**src/sv/rvis_pkg.sv**
```systemverilog
// Shared types, codes and defaults for the register machine instruction step block.
package rvis_pkg;

    localparam int NUM_REGS_DEFAULT      = 8;
    localparam int PROGRAM_DEPTH_DEFAULT = 1024;

    localparam int CMD_W    = 3;
    localparam int REG_IDX_W = 3;
    localparam int WORD_W   = 32;
    localparam int COND_W   = 3;
    localparam int OFFSET_W = 11;
    localparam int LEN_W    = 11;
    localparam int OUT_PTR_W = 10;
    localparam int STATUS_W = 2;

    localparam logic [CMD_W-1:0] CMD_INC     = 3'd0;
    localparam logic [CMD_W-1:0] CMD_DEC     = 3'd1;
    localparam logic [CMD_W-1:0] CMD_LOAD    = 3'd2;
    localparam logic [CMD_W-1:0] CMD_PRINT   = 3'd3;
    localparam logic [CMD_W-1:0] CMD_COMPARE = 3'd4;
    localparam logic [CMD_W-1:0] CMD_JUMP    = 3'd5;

    localparam logic [COND_W-1:0] COND_ALWAYS        = 3'd0;
    localparam logic [COND_W-1:0] COND_LESS          = 3'd1;
    localparam logic [COND_W-1:0] COND_LESS_EQUAL    = 3'd2;
    localparam logic [COND_W-1:0] COND_GREATER       = 3'd3;
    localparam logic [COND_W-1:0] COND_GREATER_EQUAL = 3'd4;
    localparam logic [COND_W-1:0] COND_EQUAL         = 3'd5;
    localparam logic [COND_W-1:0] COND_NOT_EQUAL     = 3'd6;

    localparam logic [STATUS_W-1:0] STATUS_RUNNING  = 2'd0;
    localparam logic [STATUS_W-1:0] STATUS_FINISHED = 2'd1;
    localparam logic [STATUS_W-1:0] STATUS_FAULT    = 2'd2;

    typedef struct packed {
        logic [OUT_PTR_W-1:0]     next_pointer;
        logic                     print_valid;
        logic signed [WORD_W-1:0] print_value;
        logic [STATUS_W-1:0]      run_status;
    } result_t;

    typedef struct packed {
        logic rf_we;
        logic cmp_we;
        logic ptr_we;
        logic halt_set;
    } exec_ctl_t;

endpackage

```
**src/sv/rvis_regfile.sv**
```systemverilog
// Register file memory with reset valid bits, registered dual reads and write bypass.
module rvis_regfile #(
    parameter int NUM_REGS = rvis_pkg::NUM_REGS_DEFAULT,
    parameter int IDX_W    = $clog2(NUM_REGS)
) (
    input  logic                             aclk,
    input  logic                             aresetn,
    input  logic                             rd_en,
    input  logic [IDX_W-1:0]                 raddr_a,
    input  logic [IDX_W-1:0]                 raddr_b,
    input  logic                             we,
    input  logic [IDX_W-1:0]                 waddr,
    input  logic [rvis_pkg::WORD_W-1:0]      wdata,
    output logic [rvis_pkg::WORD_W-1:0]      rdata_a,
    output logic [rvis_pkg::WORD_W-1:0]      rdata_b
);

    logic [rvis_pkg::WORD_W-1:0] mem [NUM_REGS];
    logic [NUM_REGS-1:0]         valid_reg;
    logic [rvis_pkg::WORD_W-1:0] rdata_a_reg;
    logic [rvis_pkg::WORD_W-1:0] rdata_b_reg;

    always_ff @(posedge aclk) begin
        if (we) begin
            mem[waddr] <= wdata;
        end
    end

    always_ff @(posedge aclk) begin
        if (!aresetn) begin
            valid_reg <= '0;
        end else if (we) begin
            valid_reg[waddr] <= 1'b1;
        end
    end

    always_ff @(posedge aclk) begin
        if (rd_en) begin
            if (we && (waddr == raddr_a)) begin
                rdata_a_reg <= wdata;
            end else if (valid_reg[raddr_a]) begin
                rdata_a_reg <= mem[raddr_a];
            end else begin
                rdata_a_reg <= '0;
            end
            if (we && (waddr == raddr_b)) begin
                rdata_b_reg <= wdata;
            end else if (valid_reg[raddr_b]) begin
                rdata_b_reg <= mem[raddr_b];
            end else begin
                rdata_b_reg <= '0;
            end
        end
    end

    assign rdata_a = rdata_a_reg;
    assign rdata_b = rdata_b_reg;

endmodule

```
**src/sv/rvis_exec.sv**
```systemverilog
// Execute logic: decodes one instruction and computes the state updates and its result.
module rvis_exec #(
    parameter int PTR_W = 12
) (
    input  logic [rvis_pkg::CMD_W-1:0]           command,
    input  logic signed [rvis_pkg::WORD_W-1:0]   immediate_value,
    input  logic [rvis_pkg::COND_W-1:0]          jump_condition,
    input  logic signed [rvis_pkg::OFFSET_W-1:0] jump_offset,
    input  logic [rvis_pkg::WORD_W-1:0]          rdata_a,
    input  logic [rvis_pkg::WORD_W-1:0]          rdata_b,
    input  logic [rvis_pkg::WORD_W-1:0]          cmp_diff,
    input  logic signed [PTR_W-1:0]              ip,
    input  logic                                 halted,
    input  logic signed [PTR_W-1:0]              eff_len,
    output rvis_pkg::exec_ctl_t                  ctl,
    output logic [rvis_pkg::WORD_W-1:0]          rf_wdata,
    output logic [rvis_pkg::WORD_W-1:0]          cmp_value,
    output logic signed [PTR_W-1:0]              ip_next,
    output rvis_pkg::result_t                    result
);

    logic                   neg;
    logic                   zero;
    logic                   taken;
    logic                   pre_oor;
    logic                   post_oor;
    logic signed [PTR_W-1:0] ip_step;
    logic signed [PTR_W-1:0] off_ext;

    assign neg     = cmp_diff[rvis_pkg::WORD_W-1];
    assign zero    = (cmp_diff == '0);
    assign off_ext = PTR_W'(jump_offset);
    assign pre_oor = (ip < 0) || (ip >= eff_len);

    always_comb begin
        case (jump_condition)
            rvis_pkg::COND_ALWAYS:        taken = 1'b1;
            rvis_pkg::COND_LESS:          taken = neg;
            rvis_pkg::COND_LESS_EQUAL:    taken = neg || zero;
            rvis_pkg::COND_GREATER:       taken = !neg && !zero;
            rvis_pkg::COND_GREATER_EQUAL: taken = !neg;
            rvis_pkg::COND_EQUAL:         taken = zero;
            rvis_pkg::COND_NOT_EQUAL:     taken = !zero;
            default:                      taken = 1'b0;
        endcase
    end

    always_comb begin
        ctl        = '0;
        rf_wdata   = rdata_a;
        cmp_value  = rdata_a - rdata_b;
        ip_step    = ip + PTR_W'(1);
        result     = '0;
        unique case (command)
            rvis_pkg::CMD_INC: begin
                ctl.rf_we = 1'b1;
                rf_wdata  = rdata_a + rvis_pkg::WORD_W'(1);
            end
            rvis_pkg::CMD_DEC: begin
                ctl.rf_we = 1'b1;
                rf_wdata  = rdata_a - rvis_pkg::WORD_W'(1);
            end
            rvis_pkg::CMD_LOAD: begin
                ctl.rf_we = 1'b1;
                rf_wdata  = immediate_value;
            end
            rvis_pkg::CMD_PRINT: begin
                result.print_valid = 1'b1;
                result.print_value = rdata_a;
            end
            rvis_pkg::CMD_COMPARE: begin
                ctl.cmp_we = 1'b1;
            end
            rvis_pkg::CMD_JUMP: begin
                if (taken && (jump_offset != '0)) begin
                    ip_step = ip + off_ext;
                end
            end
            default: begin
            end
        endcase
        ip_next = ip_step;
        ctl.ptr_we = 1'b1;
        post_oor = (ip_step < 0) || (ip_step >= eff_len);
        if (halted || pre_oor) begin
            ctl      = '0;
            ctl.halt_set = 1'b1;
            ip_next  = ip;
            result   = '0;
            result.run_status = (ip < 0) ? rvis_pkg::STATUS_FAULT : rvis_pkg::STATUS_FINISHED;
        end else if (post_oor) begin
            ctl.halt_set = 1'b1;
            result.next_pointer = '0;
            result.run_status = (ip_step < 0) ? rvis_pkg::STATUS_FAULT
                                              : rvis_pkg::STATUS_FINISHED;
        end else begin
            result.next_pointer = ip_step[rvis_pkg::OUT_PTR_W-1:0];
            result.run_status   = rvis_pkg::STATUS_RUNNING;
        end
    end

endmodule

```
**src/sv/register_vm_instruction_step.sv**
```systemverilog
// Top level of the register machine instruction step block.
// An accepted item is held in the input register, its result in the result register.
// Throughput: one item per cycle unless m_ready stalls the result register, set by
// the single execute stage between them, with register file reads bypassed.
// Reset: synchronous active-low aresetn clears the registers (via valid bits),
// comparison difference, pointer, halt flag and program length; no clearing pass.
module register_vm_instruction_step #(
    parameter int NUM_REGS      = rvis_pkg::NUM_REGS_DEFAULT,
    parameter int PROGRAM_DEPTH = rvis_pkg::PROGRAM_DEPTH_DEFAULT
) (
    input  logic                                 aclk,
    input  logic                                 aresetn,
    input  logic                                 cfg_valid,
    output logic                                 cfg_ready,
    input  logic [rvis_pkg::LEN_W-1:0]           cfg_data,
    input  logic                                 s_valid,
    output logic                                 s_ready,
    input  logic [rvis_pkg::CMD_W-1:0]           s_command,
    input  logic [rvis_pkg::REG_IDX_W-1:0]       s_first_register,
    input  logic [rvis_pkg::REG_IDX_W-1:0]       s_second_register,
    input  logic signed [rvis_pkg::WORD_W-1:0]   s_immediate_value,
    input  logic [rvis_pkg::COND_W-1:0]          s_jump_condition,
    input  logic signed [rvis_pkg::OFFSET_W-1:0] s_jump_offset,
    output logic                                 m_valid,
    input  logic                                 m_ready,
    output logic [rvis_pkg::OUT_PTR_W-1:0]       m_next_pointer,
    output logic                                 m_print_valid,
    output logic signed [rvis_pkg::WORD_W-1:0]   m_print_value,
    output logic [rvis_pkg::STATUS_W-1:0]        m_run_status
);

    localparam int IDX_W = $clog2(NUM_REGS);
    localparam int PTR_W = $clog2(PROGRAM_DEPTH + 1024) + 1;

    logic [rvis_pkg::LEN_W-1:0]           program_length_reg;
    logic [rvis_pkg::WORD_W-1:0]          cmp_diff_reg;
    logic signed [PTR_W-1:0]              ip_reg;
    logic                                 halted_reg;

    logic                                 ex_valid_reg;
    logic                                 ex_valid_next;
    logic [rvis_pkg::CMD_W-1:0]           ex_command_reg;
    logic [IDX_W-1:0]                     ex_idx_a_reg;
    logic signed [rvis_pkg::WORD_W-1:0]   ex_imm_reg;
    logic [rvis_pkg::COND_W-1:0]          ex_cond_reg;
    logic signed [rvis_pkg::OFFSET_W-1:0] ex_offset_reg;

    logic                                 out_valid_reg;
    logic                                 out_valid_next;
    rvis_pkg::result_t                    out_result_reg;

    logic                                 accept;
    logic                                 ex_advance;
    logic [IDX_W-1:0]                     idx_wrap [2**rvis_pkg::REG_IDX_W];
    logic [IDX_W-1:0]                     idx_a;
    logic [IDX_W-1:0]                     idx_b;
    logic [rvis_pkg::WORD_W-1:0]          rdata_a;
    logic [rvis_pkg::WORD_W-1:0]          rdata_b;
    logic signed [PTR_W-1:0]              eff_len;
    logic signed [PTR_W-1:0]              len_ext;
    rvis_pkg::exec_ctl_t                  ctl;
    logic [rvis_pkg::WORD_W-1:0]          rf_wdata;
    logic [rvis_pkg::WORD_W-1:0]          cmp_value;
    logic signed [PTR_W-1:0]              ip_next;
    rvis_pkg::result_t                    result;

    assign cfg_ready  = 1'b1;
    assign ex_advance = ex_valid_reg && (!out_valid_reg || m_ready);
    assign s_ready    = !ex_valid_reg || ex_advance;
    assign accept     = s_valid && s_ready;

    for (genvar i = 0; i < 2**rvis_pkg::REG_IDX_W; i++) begin : g_idx_wrap
        assign idx_wrap[i] = IDX_W'(i % NUM_REGS);
    end

    assign idx_a = idx_wrap[s_first_register];
    assign idx_b = idx_wrap[s_second_register];

    assign len_ext = $signed({{(PTR_W - rvis_pkg::LEN_W){1'b0}}, program_length_reg});
    assign eff_len = (len_ext > PTR_W'(PROGRAM_DEPTH)) ? PTR_W'(PROGRAM_DEPTH) : len_ext;

    rvis_regfile #(
        .NUM_REGS (NUM_REGS),
        .IDX_W    (IDX_W)
    ) u_regfile (
        .aclk    (aclk),
        .aresetn (aresetn),
        .rd_en   (accept),
        .raddr_a (idx_a),
        .raddr_b (idx_b),
        .we      (ex_advance && ctl.rf_we),
        .waddr   (ex_idx_a_reg),
        .wdata   (rf_wdata),
        .rdata_a (rdata_a),
        .rdata_b (rdata_b)
    );

    rvis_exec #(
        .PTR_W (PTR_W)
    ) u_exec (
        .command         (ex_command_reg),
        .immediate_value (ex_imm_reg),
        .jump_condition  (ex_cond_reg),
        .jump_offset     (ex_offset_reg),
        .rdata_a         (rdata_a),
        .rdata_b         (rdata_b),
        .cmp_diff        (cmp_diff_reg),
        .ip              (ip_reg),
        .halted          (halted_reg),
        .eff_len         (eff_len),
        .ctl             (ctl),
        .rf_wdata        (rf_wdata),
        .cmp_value       (cmp_value),
        .ip_next         (ip_next),
        .result          (result)
    );

    always_comb begin
        ex_valid_next = ex_valid_reg;
        if (accept) begin
            ex_valid_next = 1'b1;
        end else if (ex_advance) begin
            ex_valid_next = 1'b0;
        end
        out_valid_next = out_valid_reg;
        if (ex_advance) begin
            out_valid_next = 1'b1;
        end else if (m_ready) begin
            out_valid_next = 1'b0;
        end
    end

    always_ff @(posedge aclk) begin
        if (!aresetn) begin
            program_length_reg <= '0;
            cmp_diff_reg       <= '0;
            ip_reg             <= '0;
            halted_reg         <= 1'b0;
            ex_valid_reg       <= 1'b0;
            out_valid_reg      <= 1'b0;
        end else begin
            ex_valid_reg  <= ex_valid_next;
            out_valid_reg <= out_valid_next;
            if (cfg_valid && cfg_ready) begin
                program_length_reg <= cfg_data;
            end
            if (ex_advance) begin
                if (ctl.cmp_we) begin
                    cmp_diff_reg <= cmp_value;
                end
                if (ctl.ptr_we) begin
                    ip_reg <= ip_next;
                end
                if (ctl.halt_set) begin
                    halted_reg <= 1'b1;
                end
            end
        end
    end

    always_ff @(posedge aclk) begin
        if (accept) begin
            ex_command_reg <= s_command;
            ex_idx_a_reg   <= idx_a;
            ex_imm_reg     <= s_immediate_value;
            ex_cond_reg    <= s_jump_condition;
            ex_offset_reg  <= s_jump_offset;
        end
        if (ex_advance) begin
            out_result_reg <= result;
        end
    end

    assign m_valid        = out_valid_reg;
    assign m_next_pointer = out_result_reg.next_pointer;
    assign m_print_valid  = out_result_reg.print_valid;
    assign m_print_value  = out_result_reg.print_value;
    assign m_run_status   = out_result_reg.run_status;

`ifndef SYNTHESIS
    a_halt_sticky: assert property (@(posedge aclk) disable iff (!aresetn)
        halted_reg |=> halted_reg)
        else $error("Halt flag cleared without reset.");

    a_stall_cause: assert property (@(posedge aclk) disable iff (!aresetn)
        !s_ready |-> (ex_valid_reg && out_valid_reg && !m_ready))
        else $error("Input stalled while the pipeline could move.");

    a_halted_result: assert property (@(posedge aclk) disable iff (!aresetn)
        (m_valid && (m_run_status != rvis_pkg::STATUS_RUNNING))
            |-> (m_next_pointer == '0))
        else $error("Halted result carries a pointer.");

    a_status_code: assert property (@(posedge aclk) disable iff (!aresetn)
        m_valid |-> ((m_run_status == rvis_pkg::STATUS_RUNNING)
            || (m_run_status == rvis_pkg::STATUS_FINISHED)
            || (m_run_status == rvis_pkg::STATUS_FAULT)))
        else $error("Result status is not a defined code.");
`endif

endmodule
```
**config.mk**
```make
export PLATFORM = sky130hd
export DESIGN_NAME = register_vm_instruction_step
export DESIGN_NICKNAME = d
export VERILOG_FILES = /design/src/sv/rvis_pkg.sv /design/src/sv/rvis_regfile.sv /design/src/sv/rvis_exec.sv /design/src/sv/register_vm_instruction_step.sv
export SDC_FILE = /design/constraint.sdc
export NUM_CORES = 1
export LEC_CHECK = 0
export ABC_AREA = 1
export BUFFER_PORTS_ARGS = -buffer_cell sky130_fd_sc_hd__buf_2
export CAP_MARGIN = 20
export CELL_PAD_IN_SITES_DETAIL_PLACEMENT = 0
export CELL_PAD_IN_SITES_GLOBAL_PLACEMENT = 2
export CORE_ASPECT_RATIO = 0.7
export CORE_MARGIN = 2
export CORE_UTILIZATION = 42
export DETAILED_ROUTE_END_ITERATION = 12
export GPL_TIMING_DRIVEN = 0
export PLACE_DENSITY = 0.91
export SKIP_CTS_REPAIR_TIMING = 1
export SLEW_MARGIN = 20
export SYNTH_ARGS = -nofsm -noshare
export SYNTH_HDL_FRONTEND = slang
export SYNTH_SLANG_ARGS = --single-unit
```
**constraint.sdc**
```tcl
create_clock -name aclk -period 9 [get_ports aclk]
set_input_delay 0.9 -clock aclk [delete_from_list [all_inputs] [get_ports aclk]]
set_output_delay 0.9 -clock aclk [all_outputs]
set_load 0.02 [all_outputs]
```
After elaboration in Yosys (flattened, before gate mapping)
Memories as Yosys holds them, arrays and structs flattened. Cells that the tools add are included.

Bits in registers: 227. Bits in latches: 0. RAM bits: 256. Memory bits (read-only): 48. Input port bits: 71. Output and inout port bits: 48. Logic and storage cells: 120. Memories: 3.

$add $sub $neg: 5. Multiply operators: 0. Divide/modulo/power cells: 0. Magnitude comparators: 11. Eq/ne operators: 13. Shifts and indexed selects: 0. Multiplexer cells: 35. Bitwise operators: 5. Reduce and logical (&&, ||, !) cells: 30.

Memories: u_regfile.mem (depth 8, width 32, rd ports 2, clocked after Yosys merged registers in 0, wr ports 1, line rvis_regfile.sv:18) `logic [rvis_pkg::WORD_W-1:0] mem [NUM_REGS];`; (no name shown) (depth 8, width 3, rd ports 1, clocked after Yosys merged registers in 0, wr ports 0, line register_vm_instruction_step.sv:77) `assign idx_b = idx_wrap[s_second_register];`; (no name shown) (depth 8, width 3, rd ports 1, clocked after Yosys merged registers in 0, wr ports 0, line register_vm_instruction_step.sv:76) `assign idx_a = idx_wrap[s_first_register];`.

Operators by type and width (count): 2-to-1 mux 32 bit (4); one-hot mux 32 bit (3 select lines) (1); 2-to-1 mux 33 bit (1); adder 32 x 1 -> 32 bit (second input constant) (1); zero test 32 bit (1); subtractor 32 x 1 -> 32 bit (second input constant) (1); subtractor 32 bit (1); >= comparator 12 bit (2); less-than comparator 12 x 1 -> 1 bit (second input constant) (2); 2-to-1 mux 12 bit (2); == test 3 bit (second input constant) (5); 2-to-1 mux 3 bit (5); 2-to-1 mux 1 bit (13); adder 12 x 11 -> 12 bit (1); adder 12 x 2 -> 12 bit (second input constant) (1); == test 3 x 2 -> 1 bit (second input constant) (4); less-than comparator 3 x 4 -> 1 bit (second input constant) (3); greater-than comparator 11 bit (second input constant) (1); 2-to-1 mux 11 bit (1); nonzero test 11 bit (1); >= comparator 4 bit (second input constant) (2); logical AND 1 bit (8); 2-to-1 mux 2 bit (4); inverter 3 -> 4 bit (2); 16 further kinds (32).

Logic depth before layout (Yosys ltp)
Depth in word-level cells: 12. Gate-level depth with buffers: 28. Gate-level depth less buffers: 27.

By module
A second synthesis with hierarchy kept.

Cell total of the unflattened synthesis: 3894. Area, all modules: 29610.9 sq um.

By module, submodules not included: rvis_regfile (times used 1, cells each 2083, area an instance 17297.8 sq um, sequential area each 9769.4 sq um); rvis_exec (times used 1, cells each 1254, area an instance 6636.4 sq um, sequential area each 0.0 sq um); register_vm_instruction_step (times used 1, cells each 557, area an instance 5676.7 sq um, sequential area each 4073.9 sq um).

Least setup slack after synthesis
No wires, ideal clock.

Path kind: input-to-reg. Start point: input m_ready. End point: register ex_command_reg[0] (netlist bit) (enable). Library setup time: 0.469 ns. Arrival time: 3.508 ns. Data required time: 8.531 ns. Path slack: 5.023 ns. Stages on the path: 4. Path buffers: 0. Cells stage by stage: inv_1 > nand3_1 > nand2_1 > inv_1.

Longest elaborated chain between the ends: 4.

RTL lines: start: declaration (line register_vm_instruction_step.sv:25) `input logic m_ready,`; logical OR 1 bit (line register_vm_instruction_step.sv:68) `assign ex_advance = ex_valid_reg && (!out_valid_reg || m_ready);`; logical AND 1 bit (line register_vm_instruction_step.sv:68); logical OR 1 bit (line register_vm_instruction_step.sv:69) `assign s_ready = !ex_valid_reg || ex_advance;`; via s_ready (line register_vm_instruction_step.sv:17) `output logic s_ready,`; logical AND 1 bit (line register_vm_instruction_step.sv:70) `assign accept = s_valid && s_ready;`; via accept (line register_vm_instruction_step.sv:52) `logic accept;`; end signal: assignment (line register_vm_instruction_step.sv:163) `ex_command_reg <= s_command;`; end: declaration (line register_vm_instruction_step.sv:42) `logic [rvis_pkg::CMD_W-1:0] ex_command_reg;`.

The timed path passes the listed nets, and every way through them passes these cells. A chain may end at the register's enable or synchronous reset.

Final worst setup path
Start point: register ex_command_reg[1] (netlist bit). End point: register u_regfile.rdata_b_reg (netlist bit u_regfile.rdata_b[6]) (data pin).

Elaborated cells on any way between the ends: 10. Classes of those cells: eq/ne (2); mux (4); reduce/logical (4).

RTL lines: == test 3 x 2 -> 1 bit (tied with other cells) (line rvis_exec.sv:54) `unique case (command)`; one-hot mux 32 bit (3 select lines) * (line rvis_exec.sv:54); via rf_wdata (one bit) (line register_vm_instruction_step.sv:62) `logic [rvis_pkg::WORD_W-1:0] rf_wdata;`; 2-to-1 mux 32 bit * (line rvis_regfile.sv:46) `if (we && (waddr == raddr_b)) begin`; end signal: assignment (line rvis_regfile.sv:47) `rdata_b_reg <= wdata;`; end signal: assignment (line rvis_regfile.sv:49) `rdata_b_reg <= mem[raddr_b];`; end: declaration (line rvis_regfile.sv:21) `logic [rvis_pkg::WORD_W-1:0] rdata_b_reg;`.

The timed path passes the listed nets; every way through them passes the cells marked *.

==> reports/qor.log <==
[place] placed wire-length estimate 71.81 mm
[synthesis] Post-synth EDFFs 417
[synthesis] total nets after synthesis 3,259
[worst_setup_path] worst setup slack for register-to-register paths 4.85 ns
[synthesis] share of synthesized registers carrying an async set or reset 0%
[global_route] overall routing resource usage 28.53%
[floorplan] initial core utilization 42.32%
[timing] pins over their slew limit 0
[drt] number of detailed-routing iterations run before antenna repair 6
[synthesis] xor and xnor fraction of the mapped netlist area 1.283%
[synthesis] adder-cell share of the synthesized area 4.691%
[global_route] antenna violations before repair 0
[synthesis] main flop type after synthesis sky130_fd_sc_hd__edfxtp_1
[floorplan] I/O Pins 119
[floorplan] die outline area 65,450 sq um
[place] final weighted congestion in routability-driven placement 0.9143
[global_route] wire length of the first global-routing pass 140.2 mm
[clock_network] insertion delay of the later-clocked pin in the worst-skew pair 0.63 ns
[drt] final routed wire length divided by cell count 22.86 um
[timing] number of hold violations in the final report 0
[timing] final worst-path cycle share 46.12%
[worst_setup_path] kind of capture point of the worst setup path flip-flop
[timing] Worst slew margin 27.02%
[layout] fill count 6,062
[synthesis] main combinational cell family by area after synthesis compound AO/OA/AOI/OAI gates
[synthesis] average cell area after synthesis 8.615 sq um
[worst_setup_path] sort of element at the start of the critical path flip-flop
[clock_network] TritonCTS clock tree yes
[synthesis] gate count after technology mapping 3,090
[timing] highest clock rate 240.9 MHz
[synthesis] count of cell types in the netlist 54
[global_route] number of global-route vias before repair 22,120
[worst_setup_path] type of the setup path with the least slack flip-flop to flip-flop
[synthesis] flops & latches, synth 483
[floorplan] Chip Width 304.9 um
[layout] Final Net Count 3,436
[synthesis] share of cell area taken by muxes after synthesis 0%
[synthesis] post-synthesis cell type with the largest combined area sky130_fd_sc_hd__edfxtp_1
[layout] flip-flop count of the largest register, all copies and words added 256
[synthesis] synthesized cell area 26,620 sq um
[timing] final critical-path required period 4.151 ns
[timing] actual slew at the worst max-slew pin 1.095 ns
[timing] RSZ-0062 raised after global routing no
[drt] first-iteration detailed-routing DRC count 2,726
[global_route] largest net degree at the start of global routing 63
[timing] endpoints failing setup 0
[timing] clock tree skew after final layout 0.01263 ns
[worst_setup_path] arrival time at the worst endpoint 4.51 ns
[drt] vias per cell 5.696
[clock_network] root buffer selected by CTS sky130_fd_sc_hd__clkbuf_16
[layout] area overhead of the layout relative to synthesis 13.16%
[synthesis] most frequent cell after synthesis sky130_fd_sc_hd__nand2_1
[pwr] leakage power figure 12.32 nW
[layout] register containing the most flip-flops in the final layout u_regfile.mem
[clock_network] sinks on the clock net 483
[layout] proportion of layout cells with a drive suffix above 1 8.827%
[worst_setup_path] maximum fanout along the worst path 9
[clock_network] CTS Buf Count 51
[timing] final setup TNS 0 ns
[synthesis] count of yosys warnings during synthesis 0
[worst_setup_path] critical path data required time 9.36 ns
[floorplan] std cell rows 77
[layout] number of antenna repair diodes 0
[clock_network] number of buffers on the longest clock path 3
[floorplan] die span in y 214.6 um
[synthesis] share of the yosys chip area belonging to registers 52.00%
[hold_path] path class of the lowest-slack min-delay path primary input to flip-flop
[synthesis] cell types with the highest counts after synthesis 543 x sky130_fd_sc_hd__nand2_1, 502 x sky130_fd_sc_hd__o21ai_0, 417 x sky130_fd_sc_hd__edfxtp_1
[synthesis] top cell type's share of synthesized area 47.04%
[synthesis] cells taking the most area after synthesis sky130_fd_sc_hd__edfxtp_1 47%, sky130_fd_sc_hd__o21ai_0 9.4%, sky130_fd_sc_hd__nand2_1 7.7%
[drt] DRC Markers 0
[synthesis] synthesized-area fraction occupied by and/or/nand/nor cells 16.70%
[drt] vias post-DR 23,560
[drt] WL final 94.59 mm
[clock_network] number of H-tree branching levels 2
[place] count of buffers from port buffering 113
[status] outcome finished clean
[pwr] VDD IR max 141.6 uV
[global_route] grt total ovfl 0
[clock_network] clock input transition at the sequential cells of the worst setup and hold paths 0.07 ns
[synthesis] fraction of the mapped netlist area in compound gates 18.06%
[run] max cap viols 0
[drt] remaining number of nets flagged by the antenna check after routing 0
[floorplan] area of the core 62,910 sq um
[pwr] PD cells 195.0 nW/um^2
[layout] utilization after layout 47.88%
area by class of cell:
| type | count | area [sq um] | area share, % |
|---|---|---|---|
| Sequential cell | 483 | 13840 | 45.95 |
| Clock inverter | 32 | 334.1 | 1.109 |
| Multi-Input combinational cell | 2124 | 10850 | 36.03 |
| Inverter | 334 | 1259 | 4.178 |
| Buffer | 149 | 678.2 | 2.251 |
| Tap cell | 829 | 1037 | 3.443 |
| Timing Repair Buffer | 124 | 800.8 | 2.658 |
| Clock buffer | 62 | 1318 | 4.374 |
path summary, 6_finish.rpt:
kind / depth (start not counted) / to / start
max: 12 / u_regfile.rdata_b[6] / ex_command_reg[1]
min: 1 / ex_imm_reg[13] / s_immediate_value[13]
max reg2reg: 12 / u_regfile.rdata_b[6] / ex_command_reg[1]
min reg2reg: 2 / cmp_diff_reg[2] / cmp_diff_reg[2]
per-stage QoR:
| stage | hold slack, ns | total power [W] | setup slack, ns | instances | area [sq um] |
|---|---|---|---|---|---|
| after floorplan | 0.4292 | 0.003355 | 5.023 | 3090 | 26620 |
| after global placement | 0.4465 | 0.003739 | 3.240 | 4032 | 28220 |
| after detailed placement | 0.4492 | 0.003751 | 5.064 | 4043 | 28470 |
| after CTS | 0.4130 | 0.005880 | 5.030 | 4137 | 30120 |
| after global routing | 0.4254 | 0.006108 | 4.631 | 4137 | 30120 |
| final | 0.4451 | 0.005873 | 4.849 | 4137 | 30120 |
worst max-delay path: stages (launching register included):
cell	delay, ns
sky130_fd_sc_hd__edfxtp_1	0.43
sky130_fd_sc_hd__inv_1	0.13
sky130_fd_sc_hd__nand2_1	0.10
sky130_fd_sc_hd__nor2_4	0.32
sky130_fd_sc_hd__ha_1	0.33
sky130_fd_sc_hd__a21oi_1	0.16
sky130_fd_sc_hd__o21ai_1	0.12
sky130_fd_sc_hd__a21oi_1	0.47
sky130_fd_sc_hd__inv_1	0.24
sky130_fd_sc_hd__o21ai_0	0.57
sky130_fd_sc_hd__o221ai_1	0.66
sky130_fd_sc_hd__inv_1	0.21
sky130_fd_sc_hd__o21ai_0	0.13
cells in the final DEF, fill, tap and decap left out, types with 27 or more instances in the layout:
cell                        Yosys  final
sky130_fd_sc_hd__clkbuf_1      81     92
sky130_fd_sc_hd__nand2_1      543    543
sky130_fd_sc_hd__buf_2         35    148
sky130_fd_sc_hd__dfxtp_1       66     66
sky130_fd_sc_hd__o21ai_0      502    501
sky130_fd_sc_hd__edfxtp_1     417    417
sky130_fd_sc_hd__ha_1          95     95
sky130_fd_sc_hd__o21ai_1       42     43
sky130_fd_sc_hd__xor2_1        27     27
sky130_fd_sc_hd__inv_1        327    317
sky130_fd_sc_hd__nor2_1       309    308
sky130_fd_sc_hd__nand3_1      143    143
sky130_fd_sc_hd__a21oi_1      284    284
sky130_fd_sc_hd__clkbuf_16      0     51
layer usage:
layer	GRT usage, %	part of all wire (%)	vias up
li1	-	-	10990
met1	45.30	49	11370
met2	40.09	40	1080
met3	4.161	8.7	130
met4	7.492	2.4	0
met5	0	0	-
power breakdown:
part | leakage, nW | total (W) | switching [W] | internal (W)
combinational | 7.06 | 0.00110 | 0.000773 | 0.000325
sequential | 4.46 | 0.00263 | 0.0000714 | 0.00256
clock | 0.809 | 0.00215 | 0.000950 | 0.00119
total | 12.3 | 0.00587 | 0.00180 | 0.00408
kinds of logic after synthesis:
| group | count (synthesis) |
|---|---|
| buffers and inverters | 483 |
| DFF | 483 |
| adders and majority gates | 98 |
| other | 1 |
| AOI/OAI and AO/OA | 911 |
| xor gates and xnor gates | 39 |
| and+or+nand+nor | 1075 |
No activity file was read; power rests on OpenSTA's default activity.
